$ cat config.mk
export PLATFORM = sky130hd
export DESIGN_NAME = bfu_sqrt
export DESIGN_NICKNAME = d
export VERILOG_FILES = /design/src/rtl/boids_flock_update_macros.svh /design/src/rtl/bfu_pkg.sv /design/src/rtl/bfu_sqrt.sv
export SDC_FILE = /design/constraint.sdc
export NUM_CORES = 1
export LEC_CHECK = 0
export ABC_AREA = 0
export BUFFER_PORTS_ARGS = -buffer_cell sky130_fd_sc_hd__buf_2
export CORE_MARGIN = 2
export CORE_UTILIZATION = 59
export CTS_CLUSTER_DIAMETER = 120
export DETAILED_ROUTE_END_ITERATION = 6
export PLACE_DENSITY = 0.81
export SLEW_MARGIN = 10
export SYNTH_ARGS = -nofsm -noshare
export SYNTH_HDL_FRONTEND = slang
export SYNTH_SLANG_ARGS = --single-unit
$ cat constraint.sdc
create_clock -name clk -period 4.07 [get_ports clk]
set_input_delay 0.2035 -clock clk [delete_from_list [all_inputs] [get_ports clk]]
set_output_delay 0.2035 -clock clk [all_outputs]
set_load 0.05 [all_outputs]
$ cat src/rtl/boids_flock_update_macros.svh
// Assertion shorthands shared by the flock update RTL.
`ifndef BOIDS_FLOCK_UPDATE_MACROS_SVH
`define BOIDS_FLOCK_UPDATE_MACROS_SVH

// Same-cycle implication, quiet while in reset.
`define BFU_ASSERT_NOW(name, ante, cons, msg) \
	name: assert property (@(posedge clk) disable iff (!arst_n) (ante) |-> (cons)) \
		else $error(msg);

// Next-cycle implication, quiet while in reset.
`define BFU_ASSERT_NEXT(name, ante, cons, msg) \
	name: assert property (@(posedge clk) disable iff (!arst_n) (ante) |=> (cons)) \
		else $error(msg);

`endif

$ cat src/rtl/bfu_pkg.sv
`timescale 1ns / 1ps

package bfu_pkg;

	localparam int MAX_BIRDS = 64;
	localparam int TBL_AW    = $clog2(MAX_BIRDS);
	localparam int CNT_W     = $clog2(MAX_BIRDS + 1);
	localparam int SUM_W     = 17 + CNT_W;

	localparam int MUL_AW = SUM_W;
	localparam int MUL_BW = 18;
	localparam int PROD_W = MUL_AW + MUL_BW;

	localparam int DIV_NW = 41;
	localparam int DIV_DW = 24;
	localparam int DIV_CW = $clog2(DIV_NW + 1);

	localparam int SQ_RW = 48;
	localparam int SQ_QW = SQ_RW / 2;
	localparam int SQ_CW = $clog2(SQ_QW + 1);

	localparam int SCREEN_WIDTH  = 1280;
	localparam int SCREEN_HEIGHT = 720;
	localparam int MARGIN_X      = 100;
	localparam int MARGIN_Y      = 100;
	localparam int TIME_STEP     = 1092;

	localparam logic ACT_LOAD   = 1'b0;
	localparam logic ACT_UPDATE = 1'b1;

	typedef struct packed {
		logic               action;
		logic        [5:0]  bird_index;
		logic signed [15:0] load_pos_x;
		logic signed [15:0] load_pos_y;
		logic signed [15:0] load_vel_x;
		logic signed [15:0] load_vel_y;
	} item_t;

	typedef struct packed {
		logic        [5:0]  out_index;
		logic signed [15:0] new_pos_x;
		logic signed [15:0] new_pos_y;
		logic signed [15:0] new_vel_x;
		logic signed [15:0] new_vel_y;
		logic               saturated;
	} result_t;

	typedef struct packed {
		logic signed [15:0] px;
		logic signed [15:0] py;
		logic signed [15:0] vx;
		logic signed [15:0] vy;
	} bird_t;

	typedef struct packed {
		logic              en;
		logic [TBL_AW-1:0] addr;
		bird_t             data;
	} tbl_wr_t;

	typedef struct packed {
		logic                     start;
		logic signed [DIV_NW-1:0] dividend;
		logic        [DIV_DW-1:0] divisor;
	} div_req_t;

	typedef struct packed {
		logic                     busy;
		logic                     done;
		logic signed [DIV_NW-1:0] quot;
	} div_rsp_t;

	typedef struct packed {
		logic             start;
		logic [SQ_RW-1:0] rad;
	} sqrt_req_t;

	typedef struct packed {
		logic             busy;
		logic             done;
		logic [SQ_QW-1:0] root;
	} sqrt_rsp_t;

endpackage

$ cat src/rtl/bfu_sqrt.sv
`timescale 1ns / 1ps

module bfu_sqrt import bfu_pkg::*; (
	input  logic      clk,
	input  logic      arst_n,
	input  sqrt_req_t req,
	output sqrt_rsp_t rsp
);

	logic [SQ_RW-1:0]   rad_q;
	logic [SQ_QW-1:0]   root_q;
	logic [SQ_QW+1:0]   rem_q;
	logic [SQ_CW-1:0]   cnt_q;
	logic               busy_q;
	logic               done_q;
	logic [SQ_QW+1:0]   trial_rem;
	logic [SQ_QW+1:0]   trial;

	assign trial_rem = {rem_q[SQ_QW-1:0], rad_q[SQ_RW-1:SQ_RW-2]};
	assign trial     = {root_q, 2'b01};

	always_ff @(posedge clk or negedge arst_n) begin
		if (!arst_n) begin
			busy_q <= 1'b0;
			done_q <= 1'b0;
			cnt_q  <= '0;
			rad_q  <= '0;
			root_q <= '0;
			rem_q  <= '0;
		end else begin
			done_q <= 1'b0;
			if (req.start) begin
				busy_q <= 1'b1;
				cnt_q  <= SQ_CW'(SQ_QW);
				rad_q  <= req.rad;
				root_q <= '0;
				rem_q  <= '0;
			end else if (busy_q) begin
				if (trial_rem >= trial) begin
					rem_q  <= trial_rem - trial;
					root_q <= {root_q[SQ_QW-2:0], 1'b1};
				end else begin
					rem_q  <= trial_rem;
					root_q <= {root_q[SQ_QW-2:0], 1'b0};
				end
				rad_q <= {rad_q[SQ_RW-3:0], 2'b00};
				cnt_q <= cnt_q - 1'b1;
				if (cnt_q == SQ_CW'(1)) begin
					busy_q <= 1'b0;
					done_q <= 1'b1;
				end
			end
		end
	end

	assign rsp.busy = busy_q;
	assign rsp.done = done_q;
	assign rsp.root = root_q;

endmodule

==> run summary <==
outcome - finished, final reports clean
RePlAce Congestion - 0.889
crit share post-route - 86.2%
core area - 9820 µm²
R2R Path Start - root_q[0]
final setup TNS - 0 ps
Design Power - 3.99 mW
Vias/cell - 5.61
IO Count - 77
GRT Overall Usage - 22.9%
CTS max path bufs - 2
most frequent cells in the layout - dfrtp_1, mux2i_1, buf_2
Main synth FF type - dfrtp_1
number of global-route vias before repair - 4476
Multi-input gate area - 3090 µm²
largest net degree at the start of global routing - 78
Remaining DRCs - 0
post-synthesis instance area - 6010 µm²
number of CTS-inserted buffers - 9
post-synthesis register bit count - 103
layout cell share with drive strength beyond 1 - 16.8%
FF/Latch Area - 2580 µm²
Leakage - 3.56 nW
Post-Layout Cell Count - 806
dpl cells - 790
Crit path arrival time - 3770 ps
Initial Utilization - 61.2%
Hold Vio Cnt, Final - 0
sequential element share of the synthesized area - 42.9%
syn_area_per_cell - 9.84 µm²
WP data required - 4330 ps
chip width - 105 µm
Place WS - 570 ps
max cap viols - 0
Syn Inst Count - 611
Min-Delay Startpoint - req[3]
critical path fanouts, max - 18
post-layout util - 67.1%
Post-synth ARST share - 100%
initial antenna violation count - 0
clock sinks - 103
die footprint - 11000 µm²
critical path launch point type - flip-flop
remaining antenna violation count after routing - 0
Synth cell types - 59
Critical Path Start - root_q[0]
GRT overflow - 0
Layout fillers - 828
EDFF count, synth - 0
final setup margin - 561 ps
DP HPWL - 8440 µm
TritonRoute pass-1 iters - 4
RSZ-0062 raised after global routing - false
slew margin rel. - 32.2%
critical setup path kind - flip-flop to flip-flop
Final Max Tran Viols - 0
Area Overhead vs Synth - 9.70%
TritonCTS clock tree - yes
worst vdd rail ir drop - 324 µV
actual slew at the worst max-slew pin - 1020 ps
die height - 105 µm
most common cell after layout, fill and taps aside - dfrtp_1
clock skew - 11.6 ps
average routed wire per standard cell - 14.8 µm
wire length of the first global-routing pass - 20800 µm
pwr dens - 606 nW/µm²
1st-iter DRT viols - 225
Final nets - 748
CTS HTree Levels - 3
Clk Latency, worst-skew pair - 380 ps
Final Critical Period - 3510 ps
row cnt - 36
Setup violations, final - 0
fmax - 285 MHz
Worst Hold Class - input port to flip-flop
Routed WL - 12000 µm
CP endpoint kind - flip-flop
Antenna Cells - 0
total number of vias - 4522
nets in the synthesized netlist - 690
yosys synthesis warning count - 0
CTS root buffer - clkbuf_8
# port buffers - 76
clk slew on worst S/H paths - 100 ps
-- Yosys cell counts, drive strengths merged, types with 4 or more instances --
master | instances | area share [%]
a21o | 8 | 1.0
nand3 | 4 | 0.33
a211oi | 24 | 3.0
mux2i | 88 | 15
nand2b | 12 | 1.2
o21ai | 58 | 4.9
xor2 | 5 | 0.73
nor3 | 5 | 0.42
nor2 | 59 | 3.7
inv | 32 | 2.0
dfrtp | 103 | 43
ha | 28 | 5.8
buf | 9 | 1.5
clkbuf | 26 | 2.1
a21oi | 18 | 1.5
o21a | 5 | 0.62
nand2 | 60 | 3.7
xnor2 | 19 | 2.8
-- power breakdown --
group,internal (mW),switching [mW],leakage [nW],total [mW]
clock network,0.286,0.354,0.0904,0.641
logic,0.993,1.09,2.15,2.08
registers,1.16,0.110,1.32,1.27
total,2.44,1.55,3.56,3.99
-- final timing paths --
kind	endpoint	slack, ps	cells past startpoint
max	rem_q[21]	560	12
min	rad_q[3]	20	3
max reg2reg	rem_q[21]	560	12
min reg2reg	cnt_q[3]	560	2
max in group asynchronous	rad_q[13]	2620	3
min in group asynchronous	rem_q[19]	470	2
-- registers in the layout, indices dropped and copies added (netlist names) --
name    flops
rem_q      24
done_q      1
cnt_q       5
busy_q      1
root_q     24
rad_q      48
-- metal layers --
metal / vias up / wire, µm / global-route usage (%)
met4: 0 / 108 / 5.43
li1: 2249 / - / -
met2: 102 / 5920 / 38.7
met5: - / 0 / 0
met1: 2161 / 5360 / 29.2
met3: 10 / 586 / 6.49
-- critical path, cell delays in order, from the launching register on --
cell and delay (ps):
dfrtp_1 380, inv_1 70, ha_1 350, nor2b_4 150, o31a_1 260, o31a_1 310, nor4b_4 240, o21ai_2 120
o221ai_2 170, a31o_1 570, buf_12 250, nor2_1 90, a2111oi_2 400
-- what timing repair did --
item / CTS / global route
hold endpoints to repair: 69 / 0
hold buffers: 1 / 0
resized for setup: 0 / 0
setup buffers: 0 / 0
-- cell families after synthesis --
group / count (synthesis) / share of synthesized area (%)
AOI/OAI and AO/OA: 137 / 14.6
and+or+nand+nor: 160 / 12.2
muxes: 91 / 15.2
xor gates and xnor gates: 24 / 3.50
buffers and inverters: 68 / 5.77
DFF: 103 / 42.9
adders and majority gates: 28 / 5.83
-- final cells by class --
| cell class | count | area share [%] |
|---|---|---|
| Inverter | 32 | 1.82 |
| Clock inverter | 4 | 0.835 |
| Sequential cell | 103 | 39.2 |
| Clock buffer | 11 | 1.99 |
| Timing Repair Buffer | 83 | 6.87 |
| Multi-Input combinational cell | 440 | 46.8 |
| Tap cell | 133 | 2.52 |
-- through the flow --
stage,hold WS [ps],area [µm²]
after floorplan,-92.1,6010
after global placement,371,6400
after detailed placement,375,6400
after CTS,7.23,6590
after global routing,8.63,6590
final,18.8,6590
Note: power is estimated with default switching activity, not from simulation.
