--- config.mk ---
export PLATFORM = sky130hd
export DESIGN_NAME = bfu_table
export DESIGN_NICKNAME = d
export VERILOG_FILES = /design/src/rtl/boids_flock_update_macros.svh /design/src/rtl/bfu_pkg.sv /design/src/rtl/bfu_table.sv
export SDC_FILE = /design/constraint.sdc
export NUM_CORES = 2
export LEC_CHECK = 0
export BUFFER_PORTS_ARGS = -buffer_cell sky130_fd_sc_hd__buf_4
export CAP_MARGIN = 25
export CORE_ASPECT_RATIO = 0.6
export CORE_MARGIN = 4
export CORE_UTILIZATION = 30
export CTS_BUF_LIST = sky130_fd_sc_hd__clkbuf_16
export DETAILED_ROUTE_END_ITERATION = 12
export HOLD_SLACK_MARGIN = 0.1
export PLACE_DENSITY = 0.56
export SYNTH_ARGS = -nofsm -noshare
export SYNTH_HDL_FRONTEND = slang
export SYNTH_SLANG_ARGS = --single-unit
export TNS_END_PERCENT = 20
--- constraint.sdc ---
create_clock -name clk -period 3.6 [get_ports clk]
set_clock_uncertainty 0.1 [all_clocks]
set_input_delay 0.54 -clock clk [delete_from_list [all_inputs] [get_ports clk]]
set_output_delay 0.54 -clock clk [all_outputs]
set_load 0.03 [all_outputs]
--- src/rtl/boids_flock_update_macros.svh ---
// Assertion shorthands shared by the flock update RTL.
`ifndef BOIDS_FLOCK_UPDATE_MACROS_SVH
`define BOIDS_FLOCK_UPDATE_MACROS_SVH

// Same-cycle implication, quiet while in reset.
`define BFU_ASSERT_NOW(name, ante, cons, msg) \
	name: assert property (@(posedge clk) disable iff (!arst_n) (ante) |-> (cons)) \
		else $error(msg);

// Next-cycle implication, quiet while in reset.
`define BFU_ASSERT_NEXT(name, ante, cons, msg) \
	name: assert property (@(posedge clk) disable iff (!arst_n) (ante) |=> (cons)) \
		else $error(msg);

`endif

--- src/rtl/bfu_pkg.sv ---
`timescale 1ns / 1ps

package bfu_pkg;

	localparam int MAX_BIRDS = 64;
	localparam int TBL_AW    = $clog2(MAX_BIRDS);
	localparam int CNT_W     = $clog2(MAX_BIRDS + 1);
	localparam int SUM_W     = 17 + CNT_W;

	localparam int MUL_AW = SUM_W;
	localparam int MUL_BW = 18;
	localparam int PROD_W = MUL_AW + MUL_BW;

	localparam int DIV_NW = 41;
	localparam int DIV_DW = 24;
	localparam int DIV_CW = $clog2(DIV_NW + 1);

	localparam int SQ_RW = 48;
	localparam int SQ_QW = SQ_RW / 2;
	localparam int SQ_CW = $clog2(SQ_QW + 1);

	localparam int SCREEN_WIDTH  = 1280;
	localparam int SCREEN_HEIGHT = 720;
	localparam int MARGIN_X      = 100;
	localparam int MARGIN_Y      = 100;
	localparam int TIME_STEP     = 1092;

	localparam logic ACT_LOAD   = 1'b0;
	localparam logic ACT_UPDATE = 1'b1;

	typedef struct packed {
		logic               action;
		logic        [5:0]  bird_index;
		logic signed [15:0] load_pos_x;
		logic signed [15:0] load_pos_y;
		logic signed [15:0] load_vel_x;
		logic signed [15:0] load_vel_y;
	} item_t;

	typedef struct packed {
		logic        [5:0]  out_index;
		logic signed [15:0] new_pos_x;
		logic signed [15:0] new_pos_y;
		logic signed [15:0] new_vel_x;
		logic signed [15:0] new_vel_y;
		logic               saturated;
	} result_t;

	typedef struct packed {
		logic signed [15:0] px;
		logic signed [15:0] py;
		logic signed [15:0] vx;
		logic signed [15:0] vy;
	} bird_t;

	typedef struct packed {
		logic              en;
		logic [TBL_AW-1:0] addr;
		bird_t             data;
	} tbl_wr_t;

	typedef struct packed {
		logic                     start;
		logic signed [DIV_NW-1:0] dividend;
		logic        [DIV_DW-1:0] divisor;
	} div_req_t;

	typedef struct packed {
		logic                     busy;
		logic                     done;
		logic signed [DIV_NW-1:0] quot;
	} div_rsp_t;

	typedef struct packed {
		logic             start;
		logic [SQ_RW-1:0] rad;
	} sqrt_req_t;

	typedef struct packed {
		logic             busy;
		logic             done;
		logic [SQ_QW-1:0] root;
	} sqrt_rsp_t;

endpackage

--- src/rtl/bfu_table.sv ---
`timescale 1ns / 1ps

module bfu_table import bfu_pkg::*; (
	input  logic              clk,
	input  logic              arst_n,
	input  tbl_wr_t           wr,
	input  logic              rd_en,
	input  logic [TBL_AW-1:0] rd_addr,
	output bird_t             rd_data,
	output logic [MAX_BIRDS-1:0] valid
);

	bird_t mem [MAX_BIRDS];
	bird_t rd_data_q;
	logic [MAX_BIRDS-1:0] valid_q;

	always_ff @(posedge clk) begin
		if (wr.en) begin
			mem[wr.addr] <= wr.data;
		end
		if (rd_en) begin
			rd_data_q <= mem[rd_addr];
		end
	end

	always_ff @(posedge clk or negedge arst_n) begin
		if (!arst_n) begin
			valid_q <= '0;
		end else if (wr.en) begin
			valid_q[wr.addr] <= 1'b1;
		end
	end

	assign rd_data = rd_data_q;
	assign valid   = valid_q;

endmodule

==> flow_metrics.py <==
metrics = {
    "critical_path": {
        "end_kind": "primary output",
        "cpMaxStageDelayCell": "edfxtp_1",
        "crit_buf_inv": 1,
        "rr_endpoint": "rd_data[48]$_DFFE_PP_",
        "startpoint_type": "flop",
        "max_stage_delay_ns": 0.87,
        "cp.depth": 1,
        "path_cells": "buf_4",
        "critPathRequiredTime_ns": 2.96,
        "reg2reg_depth": 5,
        "cp_max_fo": 1,
        "worst_ep_arrival_time_ns": 2.15,
        "worstSetupPathType": "flop to primary output",
        "crit_path_start": "rd_data[38]$_DFFE_PP_",
        "critical-path-top-delay-family": "flip-flops",
        "regToRegStartpoint": "mem[11][48]$_DFFE_PP_",
        "endpoint": "rd_data[38]",
        "ff2ff_setup_slack_ns": 1.21,
    },
    "logic_synthesis": {
        "ys_ff_latch": 4224,
        "yosysUniqueCellTypes": 33,
        "synth_top_area_share_pct": 78.5,
        "synth_edf_count": 4160,
        "ys.flop_type": "edfxtp_1",
        "syn_nets": 6809,
        "async_reset_ff_share_pct": 1.52,
        "yosysMostFrequentCell": "edfxtp_1",
        "synth_area_um2": 159000,
        "ys_seq_area_share_pct": 79.6,
        "syn_area_per_cell_um2": 23.6,
        "ys_top_cells_by_count": "edfxtp_1 (4160), mux4_2 (1024), a22oi_1 (168)",
        "syn-instance-count": 6729,
        "synthTopCellsByArea": "edfxtp_1 (79%), mux4_2 (15%), dfrtp_1 (1.0%), mux2i_1 (0.85%), a22oi_1 (0.79%)",
        "synth.largest_area_cell": "edfxtp_1",
        "ys_warn_count": 0,
    },
    "timing": {
        "fin_tns_setup_ns": 0,
        "worstMarginPinSlew_ns": 0.936,
        "hold_viol": 0,
        "fin_hold_ws_ns": 0.180,
        "fmax_mhz": 358,
        "slew_violations": 0,
        "fin_crit_sh_pct": 77.6,
        "fin_crit_ns": 2.79,
        "slew_headroom_pct": 37.6,
        "setup_violations": 0,
        "rsz0062_at_grt": "no",
    },
    "finish": {
        "final_area_um2": 186000,
        "areaGrowthSynthToFinish_pct": 17.1,
        "final_nets": 7532,
        "final_layout_size_suffix_gt1_share_pct": 30.8,
    },
    "routing": {
        "viasPerCell": 5.37,
        "drt-wirelength-per-cell_um": 33.4,
        "first_pass_iters": 5,
        "drt_wl_total_mm": 495,
        "initialDrtViolationCount": 12700,
        "ant_nets": 0,
        "drc_errors": 0,
        "via_count": 79700,
    },
    "placed_design": {
        "port-buffer-count": 207,
        "dpl_cell_area_um2": 174000,
        "place.gp.congestion": 0.769,
        "place_hpwl_mm": 281,
    },
    "global_routing": {
        "grt_pass1_vias": 78300,
        "grt_max_degree": 66,
        "grt.overflow.total": 0,
        "grt_pass1_wl_mm": 673,
        "grt_usage_pct": 17.8,
        "antenna_found_initial": 60,
    },
    "power": {
        "ir_drop_v": 0.000408,
        "p_leak_nw": 57.9,
        "power.density_nw_per_um2": 538,
    },
    "clock_tree": {
        "cts_sinks": 4224,
        "cts_inserted_buffers": 366,
        "ctsRootBufferMaster": "clkbuf_16",
        "h-tree-depth": 5,
        "cts_tree": "yes",
        "clkLatencyLatePin_ns": 0.96,
        "clk_pin_slew_ns": 0.06,
        "cts.path.max_buffers": 4,
    },
    "floorplan": {
        "core.rowCount": 206,
        "core_um2": 527000,
        "io_pins": 208,
        "dieWidth_um": 948,
        "start_util_pct": 30.2,
        "die-area_um2": 542000,
        "dieHeight_um": 572,
    },
    "status": {
        "status": "finished clean",
    },
    "hold_path": {
        "hold_path.class": "primary input to flop",
        "whs_path_depth": 3,
        "min-delay-start": "wr[65]",
    },
    "job": {
        "maxCapViolCount": 0,
    },
}
-- power by group --
group / total, mW / internal (mW) / switching (mW)
Combinational: 5.97 / 2.28 / 3.68
Sequential: 54.9 / 54.6 / 0.329
Clock: 39.4 / 21.1 / 18.3
-- sequential cells by signal (all words and copies together) (netlist names) --
name,flops
valid,64
rd_data,64
mem,4096
-- how the worst min path moves through the flow --
stage	endpoint	slack [ns]
floorplan	valid[0]$_DFFE_PN0P_	0.14
global placement	valid[15]$_DFFE_PN0P_	0.35
detailed placement	valid[28]$_DFFE_PN0P_	0.35
CTS	mem[48][9]$_DFFE_PP_	0.12
global route	mem[48][9]$_DFFE_PP_	0.14
finish	mem[48][9]$_DFFE_PP_	0.18
-- cell families (layout without fill, tap and decap cells) --
| group | Yosys count | after routing | synth area share (%) |
|---|---|---|---|
| other | 0 | 18 | 0 |
| buffers and inverters | 391 | 1402 | 1.20 |
| DFF | 4224 | 4224 | 79.6 |
| muxes | 1159 | 1159 | 15.3 |
| and+or+nand+nor | 451 | 451 | 1.47 |
| AOI/OAI and AO/OA | 504 | 504 | 2.43 |
-- through the flow --
step                      std cells  util [%]  setup WS (ns)  power, mW
after global placement        14100      33.0         -0.107       61.8
after floorplan                6729         -          -1.07       58.8
after CTS                     14800      35.4          0.546        101
after global routing          14800      35.4          0.628        104
final                         14800      35.4          0.808        100
after detailed placement      14100      33.0        -0.0966       61.9
-- worst reg2reg max path: cells and delay by family (launching register included) --
| kind | cells | cell delay (ns) |
|---|---|---|
| compound gates | 2 | 0.84 |
| mux | 1 | 0.46 |
| simple gates | 2 | 0.40 |
| flops | 1 | 0.36 |
-- cells in the final DEF, fill, tap and decap left out, types with 29 or more instances in the layout --
cell type      count
nor2_1            48
o221ai_1          38
mux4_2          1024
and3_1            64
or2_2             93
nand2_1           58
nor2_4            64
a22oi_1          168
bufinv_16         31
edfxtp_1        4160
nand3_1           45
clkinv_2          75
dfrtp_1           64
buf_4            472
inv_1             77
dlygate4sd3_1     66
a211oi_1          62
mux2i_1          135
buf_12           185
clkbuf_16        372
a22o_1            88
clkinv_1          74
o22ai_1           83
or3_1             29
-- final cells by class --
cell class | instances | area [um2]
Fill cell | 47800 | 340000
Sequential cell | 4224 | 127000
Multi-Input combinational cell | 2114 | 31200
Clock buffer | 372 | 9310
Tap cell | 7072 | 8850
Timing Repair Buffer | 726 | 7970
Clock inverter | 284 | 2310
Inverter | 20 | 75.1
Antenna cell | 18 | 45.0
-- metal layers --
metal / vias to the layer above / track usage [%] / wire length, um
met5: - / 0 / 0
met4: 0 / 3.60 / 10100
met3: 581 / 4.21 / 54800
met2: 4669 / 25.8 / 214000
met1: 44000 / 27.3 / 216000
li1: 30400 / - / -
-- timing repair --
action / CTS / global route
endpoints found under the hold margin: 4180 / 0
gates resized for setup: 0 / 0
setup buffers: 0 / 0
hold buffers: 67 / 0
Power figures use the tool's default switching activity.
