## config.mk

```make
export PLATFORM = sky130hd
export DESIGN_NAME = bfu_div
export DESIGN_NICKNAME = d
export VERILOG_FILES = /design/src/rtl/boids_flock_update_macros.svh /design/src/rtl/bfu_pkg.sv /design/src/rtl/bfu_div.sv
export SDC_FILE = /design/constraint.sdc
export NUM_CORES = 1
export LEC_CHECK = 0
export BUFFER_PORTS_ARGS = -buffer_cell sky130_fd_sc_hd__buf_2
export CAP_MARGIN = 0
export CORE_UTILIZATION = 54
export CTS_BUF_LIST = sky130_fd_sc_hd__clkbuf_16
export DETAILED_ROUTE_END_ITERATION = 8
export PLACE_DENSITY = 0.75
export SKIP_LAST_GASP = 1
export SLEW_MARGIN = 20
export SYNTH_ARGS = -nofsm -noshare
export SYNTH_HDL_FRONTEND = slang
export SYNTH_SLANG_ARGS = --single-unit
```

## constraint.sdc

```tcl
create_clock -name clk -period 6.13 [get_ports clk]
set_clock_uncertainty 0.2 [all_clocks]
set_input_delay 1.226 -clock clk [delete_from_list [all_inputs] [get_ports clk]]
set_output_delay 1.226 -clock clk [all_outputs]
set_load 0.01 [all_outputs]
```

## src/rtl/boids_flock_update_macros.svh

```systemverilog
// Assertion shorthands shared by the flock update RTL.
`ifndef BOIDS_FLOCK_UPDATE_MACROS_SVH
`define BOIDS_FLOCK_UPDATE_MACROS_SVH

// Same-cycle implication, quiet while in reset.
`define BFU_ASSERT_NOW(name, ante, cons, msg) \
	name: assert property (@(posedge clk) disable iff (!arst_n) (ante) |-> (cons)) \
		else $error(msg);

// Next-cycle implication, quiet while in reset.
`define BFU_ASSERT_NEXT(name, ante, cons, msg) \
	name: assert property (@(posedge clk) disable iff (!arst_n) (ante) |=> (cons)) \
		else $error(msg);

`endif

```

## src/rtl/bfu_pkg.sv

```systemverilog
`timescale 1ns / 1ps

package bfu_pkg;

	localparam int MAX_BIRDS = 64;
	localparam int TBL_AW    = $clog2(MAX_BIRDS);
	localparam int CNT_W     = $clog2(MAX_BIRDS + 1);
	localparam int SUM_W     = 17 + CNT_W;

	localparam int MUL_AW = SUM_W;
	localparam int MUL_BW = 18;
	localparam int PROD_W = MUL_AW + MUL_BW;

	localparam int DIV_NW = 41;
	localparam int DIV_DW = 24;
	localparam int DIV_CW = $clog2(DIV_NW + 1);

	localparam int SQ_RW = 48;
	localparam int SQ_QW = SQ_RW / 2;
	localparam int SQ_CW = $clog2(SQ_QW + 1);

	localparam int SCREEN_WIDTH  = 1280;
	localparam int SCREEN_HEIGHT = 720;
	localparam int MARGIN_X      = 100;
	localparam int MARGIN_Y      = 100;
	localparam int TIME_STEP     = 1092;

	localparam logic ACT_LOAD   = 1'b0;
	localparam logic ACT_UPDATE = 1'b1;

	typedef struct packed {
		logic               action;
		logic        [5:0]  bird_index;
		logic signed [15:0] load_pos_x;
		logic signed [15:0] load_pos_y;
		logic signed [15:0] load_vel_x;
		logic signed [15:0] load_vel_y;
	} item_t;

	typedef struct packed {
		logic        [5:0]  out_index;
		logic signed [15:0] new_pos_x;
		logic signed [15:0] new_pos_y;
		logic signed [15:0] new_vel_x;
		logic signed [15:0] new_vel_y;
		logic               saturated;
	} result_t;

	typedef struct packed {
		logic signed [15:0] px;
		logic signed [15:0] py;
		logic signed [15:0] vx;
		logic signed [15:0] vy;
	} bird_t;

	typedef struct packed {
		logic              en;
		logic [TBL_AW-1:0] addr;
		bird_t             data;
	} tbl_wr_t;

	typedef struct packed {
		logic                     start;
		logic signed [DIV_NW-1:0] dividend;
		logic        [DIV_DW-1:0] divisor;
	} div_req_t;

	typedef struct packed {
		logic                     busy;
		logic                     done;
		logic signed [DIV_NW-1:0] quot;
	} div_rsp_t;

	typedef struct packed {
		logic             start;
		logic [SQ_RW-1:0] rad;
	} sqrt_req_t;

	typedef struct packed {
		logic             busy;
		logic             done;
		logic [SQ_QW-1:0] root;
	} sqrt_rsp_t;

endpackage

```

## src/rtl/bfu_div.sv

```systemverilog
`timescale 1ns / 1ps

module bfu_div import bfu_pkg::*; (
	input  logic     clk,
	input  logic     arst_n,
	input  div_req_t req,
	output div_rsp_t rsp
);

	logic [DIV_NW-1:0] num_q;
	logic [DIV_DW-1:0] den_q;
	logic [DIV_DW-1:0] rem_q;
	logic [DIV_CW-1:0] cnt_q;
	logic              neg_q;
	logic              busy_q;
	logic              done_q;
	logic [DIV_DW:0]   trial;
	logic [DIV_DW:0]   diff;
	logic              ge;

	assign trial = {rem_q, num_q[DIV_NW-1]};
	assign diff  = trial - {1'b0, den_q};
	assign ge    = trial >= {1'b0, den_q};

	always_ff @(posedge clk or negedge arst_n) begin
		if (!arst_n) begin
			busy_q <= 1'b0;
			done_q <= 1'b0;
			cnt_q  <= '0;
			neg_q  <= 1'b0;
			num_q  <= '0;
			den_q  <= '0;
			rem_q  <= '0;
		end else begin
			done_q <= 1'b0;
			if (req.start) begin
				busy_q <= 1'b1;
				cnt_q  <= DIV_CW'(DIV_NW);
				neg_q  <= req.dividend[DIV_NW-1];
				num_q  <= req.dividend[DIV_NW-1] ? DIV_NW'(-req.dividend) : DIV_NW'(req.dividend);
				den_q  <= req.divisor;
				rem_q  <= '0;
			end else if (busy_q) begin
				if (ge) begin
					rem_q <= diff[DIV_DW-1:0];
					num_q <= {num_q[DIV_NW-2:0], 1'b1};
				end else begin
					rem_q <= trial[DIV_DW-1:0];
					num_q <= {num_q[DIV_NW-2:0], 1'b0};
				end
				cnt_q <= cnt_q - 1'b1;
				if (cnt_q == DIV_CW'(1)) begin
					busy_q <= 1'b0;
					done_q <= 1'b1;
				end
			end
		end
	end

	assign rsp.busy = busy_q;
	assign rsp.done = done_q;
	assign rsp.quot = neg_q ? DIV_NW'(-num_q) : num_q;

endmodule

```

==> impl_metrics.py, run 1 <==
metrics = {
    "synthesis": {
        "synth_area_per_cell_sq_um": 8.59,
        "synth.top_cell.area_share_pct": 33.4,
        "ys_warn_count": 0,
        "netlist_top_cells_area": "dfrtp_1, xnor2_1, mux2i_1, o21ai_0, ha_1",
        "synth_edf_count": 0,
        "yosysTopAreaCell": "dfrtp_1",
        "async_reset_ff_share_pct": 100,
        "synth_seq_cells": 98,
        "ys.flop_type": "dfrtp_1",
        "post-synth-top-count-cell": "dfrtp_1",
        "yosysUniqueCellTypes": 65,
        "synth_common_cells": "dfrtp_1, nand2_1, xnor2_1, o21ai_0, nor2_1",
        "ys_seq_area_share_pct": 33.4,
        "synth_area_sq_mm": 0.00734,
        "synthCells": 854,
        "synth_nets": 951,
    },
    "setup_path": {
        "r2r_start": "rem_q[9]$_DFFE_PN0P_",
        "critPathCaptureType": "primary output",
        "critPathLaunch": "num_q[14]$_DFFE_PN0P_",
        "timing.rr.end": "rem_q[22]$_DFFE_PN0P_",
        "r2r_slack_ps": 2580,
        "required_ps": 4700,
        "worstSetupPathType": "reg -> out",
        "worstRegToRegCells": 10,
        "critPathArrivalTime_ps": 3390,
        "start_kind": "flip-flop",
        "cp_max_fo": 5,
        "critPathCapture": "rsp[40]",
    },
    "clock_network": {
        "cts_buffers": 9,
        "cts_sinks": 98,
        "cts.path.max_buffers": 2,
        "cts_hold_buf": 0,
        "cts.htree.levels": 3,
        "clkLatencyLatePin_ps": 340,
        "tritoncts": "done",
        "path_clk_slew_ps": 60,
        "cts_root_buffer": "clkbuf_16",
        "post_cts_resized": 0,
        "cts_setup_buffers": 0,
    },
    "status": {
        "status": "finished clean",
    },
    "route": {
        "drt_iter0_drc": 420,
        "viasPerCell": 5.66,
        "drc": 0,
        "drt_first_pass_iters": 4,
        "wl_per_cell_um": 14.5,
        "vias": 6296,
        "ant_nets": 0,
        "routed_wl_um": 16200,
    },
    "power": {
        "cellPowerDensity_mw_per_mm2": 286,
        "fin_total_pwr_mw": 2.35,
        "ir_drop_uv": 153,
        "power_leakage_nw": 3.69,
    },
    "timing": {
        "relSlewSlack_pct": 30.0,
        "drv_slew": 0,
        "timing.final.crit_share_pct": 78.5,
        "max_clock_freq_mhz": 208,
        "rsz0062_at_grt": "no",
        "setup_viol": 0,
        "hold_violations": 0,
        "setup_tns_ps": 0,
        "min_period_ps": 4810,
        "hold_slack_ps": 320,
        "worst_pin_slew_ps": 1050,
    },
    "floorplan": {
        "die-area_sq_mm": 0.0141,
        "rows": 42,
        "start_util_pct": 55.4,
        "die_w_um": 119,
        "die_h_um": 119,
        "io_pins": 111,
        "core-area_sq_mm": 0.0132,
    },
    "placed_design": {
        "routabilityCongestion": 0.875,
        "dp_hpwl_um": 11800,
        "portBuffers": 110,
    },
    "global_route": {
        "antenna_found_initial": 0,
        "grt_pass1_vias": 5860,
        "grt_pass1_wl_um": 28100,
        "grt_max_degree": 120,
        "overflow": 0,
        "grt_use_total_pct": 24.5,
    },
    "layout": {
        "layout-drive-gt1-share_pct": 16.1,
        "nNetsFinal": 1028,
        "syn2layout_area_growth_pct": 12.0,
        "n_antenna_cell": 0,
        "fin_util_pct": 62.0,
    },
    "hold_path": {
        "hold_path.class": "reg -> reg",
        "hp-start": "rem_q[21]$_DFFE_PN0P_",
    },
    "job": {
        "cap_violations": 0,
    },
}
[report_power, final]
group          total, mW  leakage (nW)  internal [mW]  switching [mW]
Clock              0.494         0.128          0.266           0.229
Sequential         0.841          1.20          0.742          0.0996
Combinational       1.01          2.36          0.456           0.559
[cell usage in the layout (no fill, tap or decap), drive strengths merged, types with 3 or more instances in the layout]
cell type	count
a21oi	34
o31a	3
o41ai	11
a211oi	35
or2	4
nand2b	8
dfrtp	98
inv	38
nor2b	16
buf	115
ha	28
clkbuf	9
o311a	4
or4	10
xor2	18
nand3	16
o31ai	29
nand4	7
o21a	8
o311ai	3
nor2	60
xnor2	80
nand2	93
nor3	18
clkinv	6
nor4	10
o21ai	84
mux2i	46
or3	13
o211ai	4
[kinds of logic after synthesis]
group,Yosys count,synth area share (%)
adders and majority gates,29,5.05
muxes,48,6.58
buffers and inverters,86,4.69
xor gates and xnor gates,98,11.7
AOI/OAI and AO/OA,234,21.0
and+or+nand+nor,261,17.6
DFF,98,33.4
[sequential cells by signal (all words and copies together) (netlist names)]
name / cells
num_q: 41
den_q: 24
rem_q: 24
cnt_q: 6
busy_q: 1
done_q: 1
neg_q: 1
[critical path, cell delays in order, from the launching register on]
cell	delay (ps)
dfrtp_1	420
or3_4	420
or4_4	430
or4_4	530
or4_4	480
or2_1	280
o31ai_2	210
xnor2_1	140
buf_2	140
[how the worst min path moves through the flow]
stage                            endpoint  slack, ps  depth (start not counted)
global route         cnt_q[5]$_DFFE_PN0P_        350                          2
global placement    rem_q[21]$_DFFE_PN0P_        300                          2
detailed placement  rem_q[21]$_DFFE_PN0P_        310                          2
floorplan           rem_q[21]$_DFFE_PN0P_        260                          2
CTS                 rem_q[21]$_DFFE_PN0P_        320                          2
finish              rem_q[21]$_DFFE_PN0P_        320                          2
[through the flow]
stage | area (sq um) | std cells | worst slack [ps]
4_1_cts | 8220 | 1112 | 1300
6_report | 8220 | 1112 | 1320
2_1_floorplan | 7340 | 854 | 1880
3_5_place_dp | 7960 | 1096 | 1680
5_1_grt | 8220 | 1112 | 1140
3_3_place_gp | 7960 | 1096 | 1720
[metal layers]
layer  share of wire [%]  up-vias  GRT usage (%)
li1                    -     3220              -
met5                   0        -              0
met2                  44      133           36.7
met3                 3.7       20           3.23
met4                 1.7        0           8.86
met1                  51     2923           36.0
[area by class of cell]
class,count,area [sq um]
Multi-Input combinational cell,670,4560
Inverter,37,139
Fill cell,1206,5030
Sequential cell,98,2460
Timing Repair Buffer,115,593
Clock buffer,9,225
Tap cell,176,220
Clock inverter,7,27.5
(Power assumes the default switching activity.)
==> inputs of run 2 (changes only) <==
==> constraint.sdc (replaced) <==
create_clock -name clk -period 4.7 [get_ports clk]
set_clock_uncertainty 0.2 [all_clocks]
set_input_delay 0.94 -clock clk [delete_from_list [all_inputs] [get_ports clk]]
set_output_delay 0.94 -clock clk [all_outputs]
set_load 0.01 [all_outputs]
==> run 2 against run 1 <==
  * Via count is 0.67% higher
  * Worst hold slack improved by 1.8 ps
  * Global-route usage shrank 0.14 points
  * Total power up 38%
  * Utilization increased by 0.77 points
  * Sequential cell count unchanged
  * Clock power rose by 61%
==> impl_metrics.py, run 2 (same netlist as run 1, synthesis figures left out) <==
metrics = {
    "floorplan": {
        "io_pins": 111,
        "die-area_sq_mm": 0.0141,
        "die_h_um": 119,
        "core-area_sq_mm": 0.0132,
        "start_util_pct": 55.4,
        "die_w_um": 119,
        "rows": 42,
    },
    "placed_design": {
        "routabilityCongestion": 0.867,
        "portBuffers": 110,
        "dp_hpwl_um": 11900,
    },
    "timing": {
        "relSlewSlack_pct": 38.5,
        "setup_viol": 0,
        "hold_violations": 0,
        "rsz0062_at_grt": "no",
        "timing.final.crit_share_pct": 96.3,
        "min_period_ps": 4520,
        "hold_slack_ps": 322,
        "worst_pin_slew_ps": 923,
        "max_clock_freq_mhz": 221,
        "setup_tns_ps": 0,
        "drv_slew": 0,
    },
    "route": {
        "drc": 0,
        "wl_per_cell_um": 15.0,
        "vias": 6338,
        "drt_iter0_drc": 443,
        "ant_nets": 0,
        "drt_first_pass_iters": 6,
        "routed_wl_um": 16700,
        "viasPerCell": 5.69,
    },
    "clock_network": {
        "tritoncts": "done",
        "clkLatencyLatePin_ps": 340,
        "cts.htree.levels": 3,
        "cts_setup_buffers": 0,
        "cts_root_buffer": "clkbuf_16",
        "cts_buffers": 9,
        "path_clk_slew_ps": 70,
        "cts.path.max_buffers": 2,
        "cts_sinks": 98,
    },
    "hold_path": {
        "hp-start": "rem_q[21]$_DFFE_PN0P_",
        "hold_path.class": "reg -> reg",
        "hold_path_depth": 2,
        "whs_endpoint": "rem_q[21]$_DFFE_PN0P_",
    },
    "power": {
        "cellPowerDensity_mw_per_mm2": 389,
        "power_leakage_nw": 3.73,
        "ir_drop_uv": 229,
    },
    "layout": {
        "layout-drive-gt1-share_pct": 17.0,
        "fin_util_pct": 62.8,
        "nNetsFinal": 1030,
        "largest_register_ffs": 41,
        "syn2layout_area_growth_pct": 13.4,
        "final_cell_mix": "buf_2, dfrtp_1, nand2_1, xnor2_1, o21ai_0",
        "regMostFlops": "num_q",
        "reg_top3": "num_q (41), den_q (24), rem_q (24)",
        "n_antenna_cell": 0,
        "final_common_cell": "buf_2",
    },
    "global_route": {
        "grt_max_degree": 94,
        "overflow": 0,
        "antenna_found_initial": 0,
        "grt_pass1_vias": 5881,
        "grt_use_total_pct": 24.3,
        "grt_pass1_wl_um": 28000,
    },
    "setup_path": {
        "r2r_slack_ps": 1100,
        "worstRegToRegCells": 10,
        "critPathArrivalTime_ps": 3380,
        "required_ps": 3560,
        "cp_max_fo": 5,
        "worstSetupPathType": "reg -> out",
        "r2r_start": "rem_q[9]$_DFFE_PN0P_",
        "start_kind": "flip-flop",
        "critPathCaptureType": "primary output",
        "timing.rr.end": "rem_q[2]$_DFFE_PN0P_",
    },
    "status": {
        "status": "finished clean",
    },
    "job": {
        "cap_violations": 0,
    },
}
-- run 2: power by group --
group / switching [mW] / internal (mW) / total [mW] / leakage [nW]
combinational: 0.734 / 0.602 / 1.34 / 2.37
clock: 0.327 / 0.466 / 0.793 / 0.151
sequential: 0.137 / 0.967 / 1.10 / 1.20
total: 1.20 / 2.03 / 3.23 / 3.73
-- run 2: metrics by stage --
stage	setup slack (ps)	std cells	instance area (sq um)	power (mW)
final	175	1114	8320	3.23
after CTS	153	1114	8310	3.25
after detailed placement	528	1098	7990	2.44
after global placement	571	1098	7990	2.42
after global routing	35.8	1114	8320	3.46
after floorplan	739	854	7340	2.08
-- run 2: worst max-delay path: stages, from the launching register on --
cell and delay (ps):
dfrtp_1 410, or3_4 410, or4_4 430, or4_4 540
or4_4 480, or2_1 280, o31ai_2 210, xnor2_1 140
buf_2 140
-- run 2: worst max-delay path by stage --
stage	from	to	slack, ps	cells past startpoint
after global routing	num_q[14]$_DFFE_PN0P_	rsp[40]	40	8
after global placement	num_q[14]$_DFFE_PN0P_	rsp[40]	570	8
after CTS	num_q[14]$_DFFE_PN0P_	rsp[40]	150	8
final	num_q[14]$_DFFE_PN0P_	rsp[40]	180	8
after detailed placement	num_q[14]$_DFFE_PN0P_	rsp[40]	530	8
after floorplan	num_q[14]$_DFFE_PN0P_	rsp[31]	740	8
-- run 2: what timing repair did --
action / in CTS / in global routing
setup endpoints to repair: 0 / 3
hold buffers: 0 / 0
resized for setup: 0 / 1
-- run 2: layout make-up --
class	count	area (sq um)
Clock buffer	9	225
Tap cell	176	220
Fill cell	1190	4920
Timing Repair Buffer	117	621
Multi-Input combinational cell	670	4560
Clock inverter	7	93.8
Inverter	37	139
Sequential cell	98	2460
-- run 2: metal layers --
| layer | global-route usage [%] | vias to the layer above | routed length (um) |
|---|---|---|---|
| li1 | - | 3218 | - |
| met1 | 35.4 | 2948 | 8330 |
| met2 | 37.5 | 140 | 7420 |
| met3 | 3.33 | 32 | 568 |
| met4 | 7.44 | 0 | 342 |
| met5 | 0 | - | 0 |
==> inputs of run 3 (changes only) <==
--- a/config.mk
+++ b/config.mk
@@ -7,6 +7,7 @@
 export LEC_CHECK = 0
 export BUFFER_PORTS_ARGS = -buffer_cell sky130_fd_sc_hd__buf_2
 export CAP_MARGIN = 0
+export CORE_MARGIN = 5
 export CORE_UTILIZATION = 54
 export CTS_BUF_LIST = sky130_fd_sc_hd__clkbuf_16
 export DETAILED_ROUTE_END_ITERATION = 8
==> run 3 against run 2 <==
  * Total power fell by 5.0%
  * Clock power is 20% lower
  * Highest routed layer unchanged
  * Wire length increased by 0.34%
  * Register-to-register slack gained 460 ps
  * Fmax about the same
  * Critical path depth stayed put
  * Critical endpoint is now rsp[38]
  * Die area is 14% higher
  * Count of clock-buffer cells in the layout is the same
  * Combinational power is essentially flat
==> impl_metrics.py, run 3 (same netlist as run 1, synthesis figures left out) <==
metrics = {
    "clock_network": {
        "path_clk_slew_ps": 60,
        "cts.htree.levels": 3,
        "post_cts_resized": 0,
        "cts_sinks": 98,
        "cts_root_buffer": "clkbuf_16",
        "clkLatencyLatePin_ps": 340,
        "tritoncts": "done",
        "cts_hold_buf": 0,
        "cts.path.max_buffers": 2,
        "cts_setup_buffers": 0,
        "cts_buffers": 9,
    },
    "timing": {
        "setup_tns_ps": 0,
        "rsz0062_at_grt": "no",
        "worst_pin_slew_ps": 1060,
        "hold_slack_ps": 320,
        "setup_viol": 0,
        "max_clock_freq_mhz": 221,
        "timing.final.crit_share_pct": 96.3,
        "hold_violations": 0,
        "relSlewSlack_pct": 29.5,
        "min_period_ps": 4530,
        "drv_slew": 0,
    },
    "global_route": {
        "grt_use_total_pct": 21.1,
        "grt_pass1_wl_um": 28300,
        "grt_pass1_vias": 5992,
        "grt_max_degree": 113,
        "antenna_found_initial": 0,
        "overflow": 0,
    },
    "floorplan": {
        "die_w_um": 127,
        "die-area_sq_mm": 0.0160,
        "start_util_pct": 55.2,
        "core-area_sq_mm": 0.0133,
        "io_pins": 111,
        "rows": 42,
        "die_h_um": 127,
    },
    "power": {
        "ir_drop_uv": 238,
        "cellPowerDensity_mw_per_mm2": 373,
        "power_leakage_nw": 3.70,
    },
    "setup_path": {
        "r2r_slack_ps": 1560,
        "start_kind": "flip-flop",
        "timing.rr.end": "rem_q[7]$_DFFE_PN0P_",
        "cp_max_fo": 5,
        "critPathLaunch": "num_q[14]$_DFFE_PN0P_",
        "required_ps": 3560,
        "r2r_start": "rem_q[8]$_DFFE_PN0P_",
        "critPathCaptureType": "primary output",
        "critPathArrivalTime_ps": 3390,
        "worstRegToRegCells": 10,
        "critPathCapture": "rsp[38]",
        "worstSetupPathType": "reg -> out",
    },
    "route": {
        "drt_first_pass_iters": 5,
        "ant_nets": 0,
        "routed_wl_um": 16700,
        "vias": 6375,
        "viasPerCell": 5.73,
        "wl_per_cell_um": 15.0,
        "drt_iter0_drc": 392,
        "drc": 0,
    },
    "layout": {
        "syn2layout_area_growth_pct": 12.1,
        "nNetsFinal": 1030,
        "fin_util_pct": 61.8,
        "final_cell_mix": "buf_2, dfrtp_1, nand2_1, xnor2_1, o21ai_0",
        "n_antenna_cell": 0,
        "fill_cells": 1168,
        "layout-drive-gt1-share_pct": 16.2,
        "final_common_cell": "buf_2",
        "reg_top3": "num_q (41), den_q (24), rem_q (24)",
        "largest_register_ffs": 41,
        "regMostFlops": "num_q",
    },
    "hold_path": {
        "hold_path.class": "reg -> reg",
    },
    "status": {
        "status": "finished clean",
    },
    "placed_design": {
        "dp_hpwl_um": 12300,
        "portBuffers": 110,
        "routabilityCongestion": 0.854,
    },
    "job": {
        "cap_violations": 0,
    },
}
==> run 3: cell type report <==
class	count	area [sq um]	share of cell area [%]
clock buffers	9	225	2.74
clock inverters	5	18.8	0.228
inverters	37	139	1.69
multi-input cells	670	4560	55.4
flip-flops and latches	98	2460	29.9
well taps	176	220	2.68
repair buffers	117	608	7.40
==> run 3: how the worst min path moves through the flow <==
stage	slack, ps	to	cells past startpoint	startpoint
3_3_place_gp	300	cnt_q[5]$_DFFE_PN0P_	2	cnt_q[5]$_DFFE_PN0P_
2_1_floorplan	260	rem_q[21]$_DFFE_PN0P_	2	rem_q[21]$_DFFE_PN0P_
4_1_cts	320	rem_q[21]$_DFFE_PN0P_	2	rem_q[21]$_DFFE_PN0P_
3_5_place_dp	300	rem_q[21]$_DFFE_PN0P_	2	rem_q[21]$_DFFE_PN0P_
6_report	320	rem_q[21]$_DFFE_PN0P_	2	rem_q[21]$_DFFE_PN0P_
5_1_grt	350	den_q[13]$_DFFE_PN0P_	2	den_q[13]$_DFFE_PN0P_
==> run 3: per-stage QoR <==
step	worst slack, ps	instance area [sq um]	power [mW]	std cells
final	175	8220	3.07	1112
after CTS	155	8220	3.09	1112
after global routing	9.96	8220	3.31	1112
after floorplan	739	7340	2.08	854
after global placement	568	7980	2.42	1098
after detailed placement	527	7980	2.44	1098
==> run 3: power by group <==
group / total (mW) / switching (mW) / internal [mW]
clock network: 0.634 / 0.290 / 0.343
registers: 1.10 / 0.132 / 0.968
logic: 1.34 / 0.738 / 0.600
==> run 3: layer usage <==
layer | vias up | track usage [%] | routed length, um
met4 | 0 | 7.07 | 301
met1 | 3004 | 31.0 | 8270
li1 | 3224 | - | -
met2 | 128 | 32.3 | 7420
met5 | - | 0 | 0
met3 | 19 | 2.44 | 726
==> run 3: worst max-delay path: stages, from the launching register on <==
cell,delay [ps]
dfrtp_1,410
or3_4,410
or4_4,430
or4_4,530
or4_4,480
or2_1,280
o31ai_2,220
xnor2_1,140
buf_2,150
